### src/hw/rtl/ffrx_pkg.sv
package ffrx_pkg;

  localparam int POS_W      = 5;
  localparam int APB_ADDR_W = 3;
  localparam int APB_DATA_W = 32;
  localparam int BYTE_W     = 8;
  localparam int WORD_W     = 32;
  localparam int OUT_DATA_W = BYTE_W + 4 * WORD_W;

  localparam logic [POS_W-1:0] CHECK_POS     = POS_W'(18);
  localparam logic [POS_W-1:0] TAIL_POS      = POS_W'(19);
  localparam int               LAST_DATA_POS = 17;
  localparam int               CMD_POS       = 1;
  localparam int               WORD_X_POS    = 2;
  localparam int               WORD_Y_POS    = 6;
  localparam int               WORD_Z_POS    = 10;
  localparam int               WORD_U_POS    = 14;

  localparam logic [BYTE_W-1:0] HEADER_RESET = 8'h7A;
  localparam logic [BYTE_W-1:0] TAIL_RESET   = 8'h7B;

  typedef enum logic [1:0] {
    ST_OK       = 2'd0,
    ST_REJECT   = 2'd1,
    ST_BAD_TAIL = 2'd2
  } status_t;

  typedef enum logic {
    REG_HEADER = 1'b0,
    REG_TAIL   = 1'b1
  } reg_idx_t;

  typedef struct packed {
    logic [BYTE_W-1:0] header_byte;
    logic [BYTE_W-1:0] tail_byte;
  } cfg_t;

  typedef struct packed {
    logic [WORD_W-1:0] word_u;
    logic [WORD_W-1:0] word_z;
    logic [WORD_W-1:0] word_y;
    logic [WORD_W-1:0] word_x;
    logic [BYTE_W-1:0] command;
  } frame_data_t;

  typedef struct packed {
    logic        last_slot;
    logic        done;
    status_t     status;
    frame_data_t data;
  } frame_res_t;

endpackage

### src/hw/rtl/ffrx_regs.sv
module ffrx_regs (
  input  logic                             clk,
  input  logic                             rst,
  input  logic                             psel,
  input  logic                             penable,
  input  logic                             pwrite,
  input  logic [ffrx_pkg::APB_ADDR_W-1:0]  paddr,
  input  logic [ffrx_pkg::APB_DATA_W-1:0]  pwdata,
  output logic [ffrx_pkg::APB_DATA_W-1:0]  prdata,
  output logic                             pready,
  output ffrx_pkg::cfg_t                   cfg
);
  import ffrx_pkg::*;

  reg_idx_t idx;
  logic     wr_en;

  // registers sit on word addresses, low address bits are ignored
  assign idx    = reg_idx_t'(paddr[2]);
  assign wr_en  = psel & penable & pwrite;
  assign pready = 1'b1;

  always_ff @(posedge clk) begin
    if (rst) begin
      cfg.header_byte <= HEADER_RESET;
      cfg.tail_byte   <= TAIL_RESET;
    end else if (wr_en && pready) begin
      case (idx)
        REG_HEADER: cfg.header_byte <= pwdata[BYTE_W-1:0];
        REG_TAIL:   cfg.tail_byte   <= pwdata[BYTE_W-1:0];
        default: ;
      endcase
    end
  end

  always_comb begin
    case (idx)
      REG_HEADER: prdata = APB_DATA_W'(cfg.header_byte);
      REG_TAIL:   prdata = APB_DATA_W'(cfg.tail_byte);
      default:    prdata = '0;
    endcase
  end

endmodule

### src/hw/rtl/ffrx_frame.sv
module ffrx_frame (
  input  logic                          clk,
  input  logic                          rst,
  input  logic                          accept,
  input  logic [ffrx_pkg::BYTE_W-1:0]   rx_byte,
  input  logic                          stop_active,
  input  ffrx_pkg::cfg_t                cfg,
  output ffrx_pkg::frame_res_t          res
);
  import ffrx_pkg::*;

  logic [POS_W-1:0]  pos;
  logic [BYTE_W-1:0] xor_acc;
  logic              check_ok;
  logic [BYTE_W-1:0] frame_bytes [1:LAST_DATA_POS];
  logic              is_last;

  function automatic logic [WORD_W-1:0] le_word(input logic [BYTE_W-1:0] b0,
                                                 input logic [BYTE_W-1:0] b1,
                                                 input logic [BYTE_W-1:0] b2,
                                                 input logic [BYTE_W-1:0] b3);
    return {b3, b2, b1, b0};
  endfunction

  assign is_last = (pos == TAIL_POS);

  always_ff @(posedge clk) begin
    if (rst) begin
      pos <= '0;
    end else if (accept) begin
      if (is_last) begin
        pos <= '0;
      end else if (pos != '0 || rx_byte == cfg.header_byte) begin
        pos <= pos + POS_W'(1);
      end else begin
        pos <= '0;
      end
    end
  end

  // running xor over bytes 0..17, compared against byte 18 as it arrives
  always_ff @(posedge clk) begin
    if (accept) begin
      if (pos == '0) begin
        xor_acc <= rx_byte;
      end else if (pos < CHECK_POS) begin
        xor_acc <= xor_acc ^ rx_byte;
      end
      if (pos == CHECK_POS) begin
        check_ok <= (xor_acc == rx_byte);
      end
      for (int i = 1; i <= LAST_DATA_POS; i++) begin
        if (pos == POS_W'(i)) begin
          frame_bytes[i] <= rx_byte;
        end
      end
    end
  end

  always_comb begin
    res.last_slot = is_last;
    res.done      = accept & is_last;
    if (rx_byte != cfg.tail_byte) begin
      res.status = ST_BAD_TAIL;
    end else if (!check_ok || stop_active) begin
      res.status = ST_REJECT;
    end else begin
      res.status = ST_OK;
    end
    res.data.command = frame_bytes[CMD_POS];
    res.data.word_x  = le_word(frame_bytes[WORD_X_POS], frame_bytes[WORD_X_POS+1],
                               frame_bytes[WORD_X_POS+2], frame_bytes[WORD_X_POS+3]);
    res.data.word_y  = le_word(frame_bytes[WORD_Y_POS], frame_bytes[WORD_Y_POS+1],
                               frame_bytes[WORD_Y_POS+2], frame_bytes[WORD_Y_POS+3]);
    res.data.word_z  = le_word(frame_bytes[WORD_Z_POS], frame_bytes[WORD_Z_POS+1],
                               frame_bytes[WORD_Z_POS+2], frame_bytes[WORD_Z_POS+3]);
    res.data.word_u  = le_word(frame_bytes[WORD_U_POS], frame_bytes[WORD_U_POS+1],
                               frame_bytes[WORD_U_POS+2], frame_bytes[WORD_U_POS+3]);
  end

endmodule

### src/hw/rtl/fixed_frame_receiver_xor_check.sv
// Receives a byte stream and cuts it into fixed 20-byte frames that open on the
// header byte. Byte 19 must match the tail byte, byte 18 the XOR of bytes 0 to 17,
// and the stop flag sent with the last byte must be clear. Each completed frame
// yields one transfer with a status (0 ok, 1 checksum fail or stopped, 2 bad tail),
// the command byte and four little-endian 32-bit words from bytes 2-17; bytes that
// do not complete a frame yield nothing. One byte is taken every clock cycle; the
// result is registered and appears on the cycle after the 20th byte. Only while a
// finished result is still held and the next byte would close another frame does
// s_tready drop. Header and tail bytes are set over the APB port (addresses 0, 4).
module fixed_frame_receiver_xor_check (
  input  logic                              clk,
  input  logic                              rst,
  input  logic                              s_tvalid,
  output logic                              s_tready,
  input  logic [7:0]                        s_tdata,   // rx_byte
  input  logic                              s_tuser,   // stop_active
  output logic                              m_tvalid,
  input  logic                              m_tready,
  // command, word_x, word_y, word_z, word_u
  output logic [ffrx_pkg::OUT_DATA_W-1:0]   m_tdata,
  output logic [1:0]                        m_tuser,   // status
  input  logic                              psel,
  input  logic                              penable,
  input  logic                              pwrite,
  input  logic [ffrx_pkg::APB_ADDR_W-1:0]   paddr,
  input  logic [ffrx_pkg::APB_DATA_W-1:0]   pwdata,
  output logic [ffrx_pkg::APB_DATA_W-1:0]   prdata,
  output logic                              pready
);
  import ffrx_pkg::*;

  cfg_t        cfg;
  frame_res_t  res;
  logic        accept;

  ffrx_regs u_regs (
    .clk     (clk),
    .rst     (rst),
    .psel    (psel),
    .penable (penable),
    .pwrite  (pwrite),
    .paddr   (paddr),
    .pwdata  (pwdata),
    .prdata  (prdata),
    .pready  (pready),
    .cfg     (cfg)
  );

  ffrx_frame u_frame (
    .clk         (clk),
    .rst         (rst),
    .accept      (accept),
    .rx_byte     (s_tdata),
    .stop_active (s_tuser),
    .cfg         (cfg),
    .res         (res)
  );

  // only a frame-closing byte needs a free output register
  assign s_tready = !res.last_slot || !m_tvalid || m_tready;
  assign accept   = s_tvalid & s_tready;

  always_ff @(posedge clk) begin
    if (rst) begin
      m_tvalid <= 1'b0;
    end else if (res.done) begin
      m_tvalid <= 1'b1;
    end else if (m_tready) begin
      m_tvalid <= 1'b0;
    end
  end

  always_ff @(posedge clk) begin
    if (res.done) begin
      m_tdata <= res.data;
      m_tuser <= res.status;
    end
  end

endmodule

### config.mk
export PLATFORM = sky130hd
export DESIGN_NAME = fixed_frame_receiver_xor_check
export DESIGN_NICKNAME = d
export VERILOG_FILES = /design/src/hw/rtl/ffrx_pkg.sv /design/src/hw/rtl/ffrx_regs.sv /design/src/hw/rtl/ffrx_frame.sv /design/src/hw/rtl/fixed_frame_receiver_xor_check.sv
export SDC_FILE = /design/constraint.sdc
export NUM_CORES = 1
export LEC_CHECK = 0
export BUFFER_PORTS_ARGS = -buffer_cell sky130_fd_sc_hd__buf_2
export CORE_MARGIN = 2
export CORE_UTILIZATION = 25
export CTS_CLUSTER_SIZE = 14
export DETAILED_ROUTE_END_ITERATION = 6
export GPL_ROUTABILITY_DRIVEN = 0
export GPL_TIMING_DRIVEN = 0
export MAX_ROUTING_LAYER = met4
export SETUP_SLACK_MARGIN = 0.1
export SYNTH_ARGS = -nofsm -noshare
export SYNTH_HDL_FRONTEND = slang
export SYNTH_SLANG_ARGS = --single-unit
export TNS_END_PERCENT = 5
### constraint.sdc
create_clock -name clk -period 12.83 [get_ports clk]
set_input_delay 0 -clock clk [delete_from_list [all_inputs] [get_ports clk]]
set_output_delay 0 -clock clk [all_outputs]
set_load 0.01 [all_outputs]
==> impl_metrics.json, run 1 <==
{
  "cts_root_buffer": "clkbuf_16",
  "r2r-end": "m_tdata[3]",
  "cp_max_fo": 27,
  "hp-start": "s_tdata[0]",
  "max_stage_delay_ns": 0.59,
  "grt_max_degree": 35,
  "clockBufferDepth": 3,
  "htree_levels": 1,
  "placed_area_mm2": 0.01205,
  "fill_cells": 3904,
  "grtUsageMet1": 0.1381,
  "synth_area_mm2": 0.01034,
  "design_area_mm2": 0.01325,
  "core_mm2": 0.04083,
  "avgSynthCellArea_um2": 20.04,
  "crit_family": "simple AND/OR/NAND/NOR gates",
  "ant_nets": 0,
  "drive_above_1_share": 0.3308,
  "initial_core_util": 0.2532,
  "setup_viol": 0,
  "worstHoldEndpoint": "u_frame.frame_bytes[0][48]",
  "drtIter0Drc": 286,
  "yosys_most_used_dff": "edfxtp_1",
  "die_h_um": 207.4,
  "num_vias": 5197,
  "gr-usage-met2": 0.1587,
  "fin_skew_ns": 0.01261,
  "cap_viol_max_count": 0,
  "cts_num_sinks": 305,
  "slew_violations": 0,
  "slew_headroom": 0.4346,
  "grt_usage": 0.1037,
  "rows": 74,
  "cts.clk_slew.worst_paths_ns": 0.06,
  "synthTopCellsByCount": "edfxtp_1 (283), nand2_1 (35), buf_4 (25)",
  "io_buffers": 172,
  "wl_per_cell_um": 16.78,
  "fmax_mhz": 379.9,
  "yosysWarnings": 0,
  "antenna_found_initial": 0,
  "min_period_ns": 2.632,
  "cp-end-kind": "flop",
  "hold_depth": 1,
  "p_leak_uw": 0.004660,
  "setup-tns-final_ns": 0,
  "fin_nets": 829,
  "worstPathArrival_ns": 2.88,
  "cp.required_ns": 13.07,
  "io_pins": 224,
  "async_flop_share": 0,
  "crit_type": "flop to flop",
  "first_pass_iters": 4,
  "viasPerCell": 3.913,
  "cts_resized": 0,
  "synthDistinctLibCells": 36,
  "yosysMostFrequentCell": "edfxtp_1",
  "area_delta_synth_final_pct": 28.20,
  "outcome": "finished, final reports clean",
  "grt_pass1_wl_mm": 32.69,
  "r2r_cells": 6,
  "drc": 0,
  "final_hold_viol_count": 0,
  "met3_usage": 0.02300,
  "regToRegSetupSlack_ns": 10.20,
  "critPathLaunchType": "flop",
  "gr-total-overflow": 0,
  "die_area_mm2": 0.04300,
  "clock_insertion_delay_worst_skew_ns": 0.55,
  "powerDensity_mw_per_mm2": 148.9,
  "yosys_register_bits": 305,
  "synth_top_area_share": 0.8220,
  "gr-max-usage-layer": "met2",
  "worst_path_max_delay_cell": "nor2_4",
  "rsz0062_at_grt": "false",
  "r2r-start": "u_frame.pos[0]",
  "cts_made_buffers": 30,
  "wl_mm": 22.29,
  "post-route-util": 0.3246,
  "hpwl_mm": 13.95,
  "ys_seq_area_frac": 0.8646,
  "netlist_instances": 516,
  "die_w_um": 207.4,
  "critPathBufInv": 2,
  "hold_path_class": "input port to flop",
  "path_cells": "ha_1 -> and4bb_2 -> a21bo_2 -> nor2_4 -> buf_12 -> buf_16",
  "post-route-period-util": 0.2052,
  "worst_pin_slew_ns": 0.8449,
  "yosys-top-cells-area": "edfxtp_1 (82%), dfxtp_1 (4.3%), buf_4 (1.8%)",
  "cts_tree": "yes",
  "peakVddDrop_v": 0.00009646,
  "synth-edff-count": 283,
  "grt_pass1_vias": 5183,
  "yosysTopAreaCell": "edfxtp_1"
}
==> where the power goes <==
group          internal [µW]  leakage [µW]  switching, µW
logic                   19.9       0.00147           30.7
registers               1080       0.00273           2.40
clock network            478      0.000459            362
total                   1580       0.00466            395
==> metal layers <==
layer	wire length, µm	up-vias
met4	429	0
met3	1310	33
met2	10270	176
li1	-	2414
met5	0	-
met1	10280	2574
==> worst max path at each step <==
stage	endpoint	start	cells after the start
after floorplan	m_tdata[0]	u_frame.pos[0]	4
after global placement	m_tdata[109]	u_frame.pos[0]	4
after detailed placement	m_tdata[65]	u_frame.pos[0]	6
after CTS	m_tdata[3]	u_frame.pos[0]	6
after global routing	m_tdata[3]	u_frame.pos[0]	6
final	m_tdata[3]	u_frame.pos[0]	6
==> registers in the layout, summed over array words and instances, names as in the netlist <==
register             count
u_frame.pos              5
m_tuser                  2
u_frame.xor_acc          8
u_frame.check_ok         1
m_tvalid                 1
u_regs.cfg              16
u_frame.frame_bytes    136
m_tdata                136
==> area by class of cell <==
class | instances | area (µm²) | area share
repair buffers | 202 | 1209 | 0.09119
multi-input cells | 195 | 1249 | 0.09421
clock buffers | 33 | 783.3 | 0.05910
flip-flops and latches | 305 | 8939 | 0.6744
clock inverters | 21 | 161.4 | 0.01218
well taps | 532 | 665.6 | 0.05022
inverters | 6 | 22.52 | 0.001699
plain buffers | 33 | 222.7 | 0.01680
diodes | 1 | 2.502 | 0.0001888
==> cell usage in the layout (no fill, tap or decap), types with 3 or more instances in the layout <==
cell type and n:
clkbuf_1 6, nand2b_1 4, clkinv_2 4, ha_1 5, nand3_1 9, buf_12 3, conb_1 25, buf_4 25
dlygate4sd3_1 26, and3_1 10, mux2i_1 8, xnor2_1 16, nand2_1 35, nand4_1 4, nor2b_1 3, nor2_1 19
clkinv_1 10, inv_1 6, buf_2 176, edfxtp_1 283, clkbuf_16 31, nor3_1 4, a21oi_1 6, dfxtp_1 22
mux2_2 8, xor2_1 17
==> logic make-up after synthesis <==
| family | count (synthesis) | share of synthesized area |
|---|---|---|
| flip-flops | 305 | 0.8646 |
| AND/OR/NAND/NOR | 101 | 0.05010 |
| buffers and inverters | 39 | 0.02372 |
| XOR/XNOR | 33 | 0.02796 |
| multiplexers | 16 | 0.01646 |
| AO/OA/AOI/OAI | 15 | 0.01041 |
| adder cells (fa/ha/maj) | 5 | 0.006051 |
| other | 2 | 0.0007264 |
==> per-stage QoR <==
stage          total power, µW  hold WS (ns)  worst slack, ns  cells
6_report                  1974       0.01924            10.20   1328
5_1_grt                   2046       0.01711            10.05   1327
4_1_cts                   2003     0.0001187            10.18   1327
3_5_place_dp              1151        0.2349            10.20   1247
3_3_place_gp              1150        0.2270            2.459   1243
2_1_floorplan             1127       0.09887            5.383    539
==> worst register-to-register path, delay by kind of cell, from the launching register on <==
| kind | cells | cell delay [ns] |
|---|---|---|
| adders and majority gates | 1 | 0.31 |
| buffers and inverters | 2 | 0.51 |
| and+or+nand+nor | 2 | 0.88 |
| AOI/OAI and AO/OA | 1 | 0.24 |
| DFF | 1 | 0.38 |
==> repair_timing <==
action,CTS,global route
hold buffers,26,0
setup buffers,0,0
hold endpoints to repair,23,0
(Power assumes the default switching activity.)
==> run 2: changes to the inputs <==
- clock period: 12.83 -> 2.53 ns (I/O delays scaled with it)
==> run 2 against run 1 <==
Sequential power rose to 5.1 times the previous value. Wire length down 0.68%. Sequential cell count unchanged. Via count down 0.67%. Utilization up 0.052 points. Clock power rose to 5.3 times the previous value. Register-to-register slack worse by 9.9 ns.
==> impl_metrics.json, run 2 (synthesis results as in run 1) <==
{
  "highest_layer": "met4",
  "wl_per_cell_um": 16.75,
  "fmax_mhz": 450.4,
  "cp.required_ns": 2.77,
  "slew_headroom": 0.4546,
  "slew_violations": 0,
  "post-route-util": 0.3251,
  "cts_resized": 0,
  "crit_type": "flop to flop",
  "layout_commonest_cell": "edfxtp_1",
  "worst_pin_slew_ns": 0.8152,
  "rsz0062_at_grt": "false",
  "path_common_cell": "buf_12",
  "cap_viol_max_count": 0,
  "core_mm2": 0.04083,
  "io_buffers": 172,
  "critPathLaunchType": "flop",
  "initial_core_util": 0.2532,
  "hold_depth": 1,
  "r2r-end": "m_tdata[66]",
  "io_pins": 224,
  "gr-total-overflow": 0,
  "r2r-start": "u_frame.pos[3]",
  "final_hold_viol_count": 0,
  "hp-start": "s_tdata[0]",
  "hold_ws_ns": 0.03679,
  "cp-end-kind": "flop",
  "post-route-period-util": 0.8776,
  "powerDensity_mw_per_mm2": 766.4,
  "cts_tree": "yes",
  "drc": 0,
  "cts_root_buffer": "clkbuf_16",
  "min_period_ns": 2.220,
  "crit_family": "buffers and inverters",
  "grt_pass1_wl_mm": 32.39,
  "p_leak_uw": 0.004666,
  "ant_nets": 0,
  "fin_nets": 828,
  "regToRegSetupSlack_ns": 0.31,
  "clockBufferDepth": 3,
  "worstPathArrival_ns": 2.46,
  "drtIter0Drc": 295,
  "hold_path_class": "input port to flop",
  "outcome": "finished, final reports clean",
  "worstHoldEndpoint": "u_frame.frame_bytes[0][32]",
  "max_stage_delay_ns": 0.32,
  "first_pass_iters": 4,
  "cts_setup_buffers": 0,
  "setup-tns-final_ns": 0,
  "grt_max_degree": 41,
  "wl_met3_mm": 1.353,
  "viasPerCell": 3.905,
  "cts.clk_slew.worst_paths_ns": 0.06,
  "hpwl_mm": 13.92,
  "htree_levels": 1,
  "critPathBufInv": 3,
  "wl_mm": 22.14,
  "num_vias": 5162,
  "die_area_mm2": 0.04300,
  "cts_made_buffers": 31,
  "antenna_found_initial": 0,
  "layout_common_cells": "edfxtp_1 (283), buf_2 (176), nand2_1 (35)",
  "peakVddDrop_v": 0.0004084,
  "fin_skew_ns": 0.01283,
  "path_cells": "buf_2 -> and4bb_2 -> a21bo_4 -> nor2_4 -> buf_12 -> buf_12",
  "dp.cells": 1247,
  "diodes": 0,
  "wl_met1_mm": 9.836,
  "rows": 74,
  "die_h_um": 207.4,
  "wl_met2_mm": 10.46,
  "area_delta_synth_final_pct": 28.40,
  "hold_buffers": 24,
  "cp_max_fo": 40,
  "dpl_worst_slack_ns": 0.3060,
  "grt_usage": 0.1027,
  "clock_insertion_delay_worst_skew_ns": 0.55,
  "r2r_cells": 6,
  "setup_ws_ns": 0.3097,
  "setup_viol": 0,
  "die_w_um": 207.4,
  "grt_pass1_vias": 5214,
  "cts_num_sinks": 305,
  "largestRegisters": "m_tdata (136), u_frame.frame_bytes (136), u_regs.cfg (16)",
  "instances_no_fill": 1322,
  "drive_above_1_share": 0.3354,
  "worst_path_max_delay_cell": "dfxtp_1"
}
run 2: cell types whose count changed in the layout (fill, tap and decap cells not counted), sizes merged:
cell         before  now
dlygate4sd3      26   24
clkinvlp          2    0
bufinv            2    4
clkbuf           37   40
clkinv           16   10
diode             1    0
run 2: worst max path at each step:
| stage | start | endpoint | cells past startpoint |
|---|---|---|---|
| global route | paddr[2] | u_regs.cfg[3] | 9 |
| detailed placement | u_frame.pos[0] | m_tdata[69] | 6 |
| global placement | u_frame.pos[0] | m_tdata[69] | 4 |
| floorplan | u_frame.pos[0] | m_tdata[0] | 4 |
| CTS | u_frame.pos[3] | m_tdata[21] | 6 |
| finish | u_frame.pos[3] | m_tdata[66] | 6 |
run 2: report_power, final:
| group | leakage (µW) | internal, µW | switching (µW) |
|---|---|---|---|
| clock | 0.000477 | 2630 | 1800 |
| combinational | 0.00146 | 99.2 | 154 |
| sequential | 0.00273 | 5480 | 12.1 |
run 2: per-layer routing:
metal	vias to the layer above	GRT usage
li1	2408	-
met1	2491	0.1322
met2	216	0.1622
met3	47	0.02148
met4	0	0.03399
met5	-	-
run 2: through the flow:
step,power [µW],cell area [µm²]
2_1_floorplan,5715,10450
3_3_place_gp,5834,11980
3_5_place_dp,5839,12060
4_1_cts,10320,13280
5_1_grt,10540,13280
6_report,10170,13280
run 2: cell type report:
type,count,area (µm²)
clock buffers,36,794.5
plain buffers,33,222.7
fillers,3891,27560
repair buffers,200,1181
flip-flops and latches,305,8941
inverters,6,22.52
well taps,532,665.6
multi-input cells,195,1267
clock inverters,15,180.2
run 2: worst register-to-register path: cells and delay by family (launching register included):
kind | cells | cell delay (ns)
AO/OA/AOI/OAI | 1 | 0.24
flip-flops | 1 | 0.32
AND/OR/NAND/NOR | 2 | 0.60
buffers and inverters | 3 | 0.74
